### config.mk
export PLATFORM = sky130hd
export DESIGN_NAME = bpt_cfg_regs
export DESIGN_NICKNAME = d
export VERILOG_FILES = /design/src/sv/bpt_pkg.sv /design/src/sv/bpt_cfg_regs.sv
export SDC_FILE = /design/constraint.sdc
export NUM_CORES = 1
export LEC_CHECK = 0
export ABC_AREA = 1
export BUFFER_PORTS_ARGS = -buffer_cell sky130_fd_sc_hd__buf_2
export CORE_UTILIZATION = 48
export DETAILED_ROUTE_END_ITERATION = 7
export PLACE_DENSITY = 0.88
export SYNTH_ARGS = -nofsm -noshare
export SYNTH_HDL_FRONTEND = slang
export SYNTH_SLANG_ARGS = --single-unit
### constraint.sdc
create_clock -name clk_i -period 1.1 [get_ports clk_i]
set_input_delay 0.055 -clock clk_i [delete_from_list [all_inputs] [get_ports clk_i]]
set_output_delay 0.055 -clock clk_i [all_outputs]
set_load 0.02 [all_outputs]
### src/sv/bpt_pkg.sv
// Shared types and constants for the barometer temperature compensation block.
package bpt_pkg;

  // Configuration port index width and data width.
  localparam int unsigned CfgIdxW  = 3;
  localparam int unsigned CfgDataW = 16;

  // Number of register stages in the compensation pipeline.
  localparam int unsigned NumStages = 9;

  // Reference temperature and saturation limits.
  localparam int TempRefCenti = 2000;
  localparam int TempMin      = -4000;
  localparam int TempMax      = 8500;
  localparam int PresMin      = 1000;
  localparam int PresMax      = 120000;

  // Calibration register indexes.
  typedef enum logic [CfgIdxW-1:0] {
    CFG_SENS        = 3'd0,
    CFG_OFFSET      = 3'd1,
    CFG_SENS_TEMP   = 3'd2,
    CFG_OFFSET_TEMP = 3'd3,
    CFG_REF_TEMP    = 3'd4,
    CFG_TEMP_SLOPE  = 3'd5
  } cfg_idx_e;

  // The six factory calibration words.
  typedef struct packed {
    logic [CfgDataW-1:0] sens;
    logic [CfgDataW-1:0] offset;
    logic [CfgDataW-1:0] sens_temp;
    logic [CfgDataW-1:0] offset_temp;
    logic [CfgDataW-1:0] ref_temp;
    logic [CfgDataW-1:0] temp_slope;
  } cfg_t;

endpackage

### src/sv/bpt_cfg_regs.sv
// Calibration register file written through the configuration port.
module bpt_cfg_regs (
  input  logic                          clk_i,
  input  logic                          rst_ni,
  input  logic                          cfg_valid_i,
  input  logic [bpt_pkg::CfgIdxW-1:0]   cfg_index_i,
  input  logic [bpt_pkg::CfgDataW-1:0]  cfg_data_i,
  output bpt_pkg::cfg_t                 cfg_o
);

  bpt_pkg::cfg_t cfg_q;
  bpt_pkg::cfg_t cfg_d;

  // Decode the index; writes to unused indexes are dropped.
  always_comb begin
    cfg_d = cfg_q;
    if (cfg_valid_i) begin
      unique case (cfg_index_i)
        bpt_pkg::CFG_SENS:        cfg_d.sens        = cfg_data_i;
        bpt_pkg::CFG_OFFSET:      cfg_d.offset      = cfg_data_i;
        bpt_pkg::CFG_SENS_TEMP:   cfg_d.sens_temp   = cfg_data_i;
        bpt_pkg::CFG_OFFSET_TEMP: cfg_d.offset_temp = cfg_data_i;
        bpt_pkg::CFG_REF_TEMP:    cfg_d.ref_temp    = cfg_data_i;
        bpt_pkg::CFG_TEMP_SLOPE:  cfg_d.temp_slope  = cfg_data_i;
        default:                  cfg_d             = cfg_q;
      endcase
    end
  end

  // Register storage, cleared by reset.
  always_ff @(posedge clk_i or negedge rst_ni) begin
    if (!rst_ni) begin
      cfg_q <= '0;
    end else begin
      cfg_q <= cfg_d;
    end
  end

  assign cfg_o = cfg_q;

  // A write to the sensitivity word lands in the register on the next cycle.
  assert property (@(posedge clk_i) disable iff (!rst_ni)
    cfg_valid_i && (cfg_index_i == bpt_pkg::CFG_SENS) |=> cfg_q.sens == $past(cfg_data_i))
    else $error("sensitivity word not updated by write");

  // An index beyond the register list leaves every register untouched.
  assert property (@(posedge clk_i) disable iff (!rst_ni)
    cfg_valid_i && (cfg_index_i > bpt_pkg::CFG_TEMP_SLOPE) |=> $stable(cfg_q))
    else $error("write to unused index changed a register");

  // Without a write the registers hold.
  assert property (@(posedge clk_i) disable iff (!rst_ni)
    !cfg_valid_i |=> $stable(cfg_q))
    else $error("calibration registers changed without a write");

endmodule

==> results.yml <==
worst_setup_path:
  r2r-start: "cfg_o[51]"
  cpPeakStageDelay_ns: 0.41
  crit_family: "flip-flops"
  worst_path_max_delay_cell: "dfrtp_1"
  required_ns: 1.04
  crit_end: "cfg_o[86]"
  path_cells: "buf_2"
  cp_num_cells: 1
  worst_r2r_path_depth: 2
  startpoint: "cfg_o[86]"
  crit_type: "flop to primary output"
  cp_num_buf_inv: 1
  cp-start-kind: "flop"
  cp_data_arrival_time_ns: 0.92
  cp-end-kind: "primary output"
  r2r_end: "cfg_o[51]"
  path_max_fanout: 2
  r2r_setup_slack_ns: 0.45
layout:
  final_cells: 662
  post_route_cells_drive_above_1_share_pct: 28.2
  regArea_um2: 2400
  antennaDiodeCount: 0
  area_delta_synth_final_pct: 27.4
  final_nets: 581
  multi_input_comb_area_um2: 1260
  fillCellCount: 622
  largest_reg_flops: 96
min_path:
  hold_class: "primary input to flop"
  hp-start: "cfg_data_i[5]"
clocking:
  clk_latency_ns: 0.34
  tritoncts: "yes"
  cts-root-buf: "clkbuf_8"
  clock_sinks: 96
  path_clk_slew_ns: 0.09
  cts_buffers: 9
  cts_buffer_depth: 2
  h-tree-depth: 3
route:
  drc: 0
  routedWlPerCell_um: 15.0
  drt-total-wl_um: 9950
  wl_met1_um: 4080
  drt-vias-per-instance: 5.08
  via_count: 3366
  routed.top_layer: "met4"
  met2_length_um: 5000
  dr_wl_met3_um: 786
  ant_nets: 0
  firstDrtPassIters: 5
  first_iter_violations: 272
sta:
  final.setup.tns_ns: 0
  hold_viol: 0
  post-route-period-util_pct: 88.5
  slew_viol_final: 0
  setup_viol: 0
  fmax_ghz: 1.03
  rsz0062_at_grt: "no"
  tightest_slew_ns: 0.487
  fin_crit_ns: 0.974
  slew_headroom_pct: 67.6
  skew_ns: 0
synth:
  synth-edff-count: 0
  synth_flop_cell: "dfrtp_1"
  ys_types: 11
  synth_warnings: 0
  synth.area.top_cells: "dfrtp_1 64%, nand2_1 23%, nand3_1 8.5%, buf_2 1.7%, nor2_2 0.66%"
  yosysMostFrequentCell: "nand2_1"
  async_reset_ff_share_pct: 100
  netlist_instances: 425
  yosys-top-cells-count: "232 x nand2_1, 96 x dfrtp_1, 64 x nand3_1"
  yosys.area.top_type_share_pct: 63.6
  syn_area_um2: 3770
  avgSynthCellArea_um2: 8.88
  ys_seq_elements: 96
  yosysTopAreaCell: "dfrtp_1"
  synth.net_count: 447
  yosysSeqAreaShare_pct: 63.6
power:
  vdd_drop_max_mv: 0.856
  leakage_nw: 2.80
  p_per_area_nw_per_um2: 1900
grt:
  grt-ovfl-total: 0
  grt_util_all_layers_pct: 25.2
  antenna_found_initial: 0
  grt_max_degree: 97
  grt_pass1_wl_um: 16000
  grt_pass1_vias: 3161
floorplanning:
  die_y_um: 90.7
  start_util_pct: 51.0
  die_area_um2: 8220
  die_w_um: 90.7
  ios: 118
  rows: 31
  core_um2: 7410
outcome:
  status: "finished clean"
placement:
  place_congestion: 0.811
  portBuffers: 117
  hpwl_um: 6970
  dp.cells: 641
run:
  cap_violations: 0
layout by cell type (no fill, tap or decap), drive strengths merged:
cell / n
clkinv: 1
dfrtp: 96
clkinvlp: 1
nand2: 234
inv: 6
dlygate4sd3: 6
clkbuf: 13
nor2: 6
buf: 136
nand3: 64
repair_timing:
| item | 4_1_cts | 5_1_grt |
|---|---|---|
| setup buffers | 0 | 0 |
| hold buffers | 6 | 0 |
| resized for setup | 0 | 0 |
| endpoints found under the hold margin | 103 | 0 |
worst min path at each step:
stage | depth (start not counted) | end
2_1_floorplan | 0 | cfg_o[0]
3_3_place_gp | 2 | cfg_o[1]
3_5_place_dp | 2 | cfg_o[1]
4_1_cts | 3 | cfg_o[44]
5_1_grt | 3 | cfg_o[4]
6_report | 3 | cfg_o[37]
power by group:
part / switching [W] / leakage [nW] / internal [W] / total, W
combinational: 0.00172 / 1.52 / 0.000821 / 0.00254
sequential: 0.000384 / 1.21 / 0.00419 / 0.00457
clock: 0.00113 / 0.0797 / 0.000881 / 0.00201
cells by family (layout without fill, tap and decap cells):
| kind of cell | count (synthesis) | in the layout | synth area share [%] |
|---|---|---|---|
| buffers and inverters | 25 | 163 | 3.21 |
| AND/OR/NAND/NOR | 304 | 304 | 33.1 |
| flip-flops | 96 | 96 | 63.6 |
metal layers:
| metal | GRT usage [%] | vias to the layer above |
|---|---|---|
| met5 | 0 | - |
| met4 | 6.72 | 0 |
| met3 | 4.88 | 9 |
| met2 | 41.2 | 155 |
| met1 | 34.5 | 1610 |
| li1 | - | 1592 |
stage by stage:
stage | worst slack, ns | hold WS [ns] | utilization (%) | instance area, µm² | total power [W]
finish | 0.126 | 0.00797 | 64.9 | 4810 | 0.00912
global route | 0.0834 | 0.00407 | 64.9 | 4810 | 0.00955
CTS | 0.112 | 0.000267 | 64.9 | 4810 | 0.00918
detailed placement | 0.0149 | 0.153 | 61.9 | 4590 | 0.00717
global placement | 0.0746 | 0.135 | 61.9 | 4590 | 0.00706
floorplan | 0.267 | -0.241 | - | 3770 | 0.00604
area by class of cell:
cell class | instances | share of cell area [%]
well taps | 99 | 2.57
inverters | 6 | 0.468
clock inverters | 2 | 0.338
multi-input cells | 304 | 26.1
flip-flops and latches | 96 | 49.9
clock buffers | 13 | 3.09
repair buffers | 142 | 17.5
(Power assumes the default switching activity.)
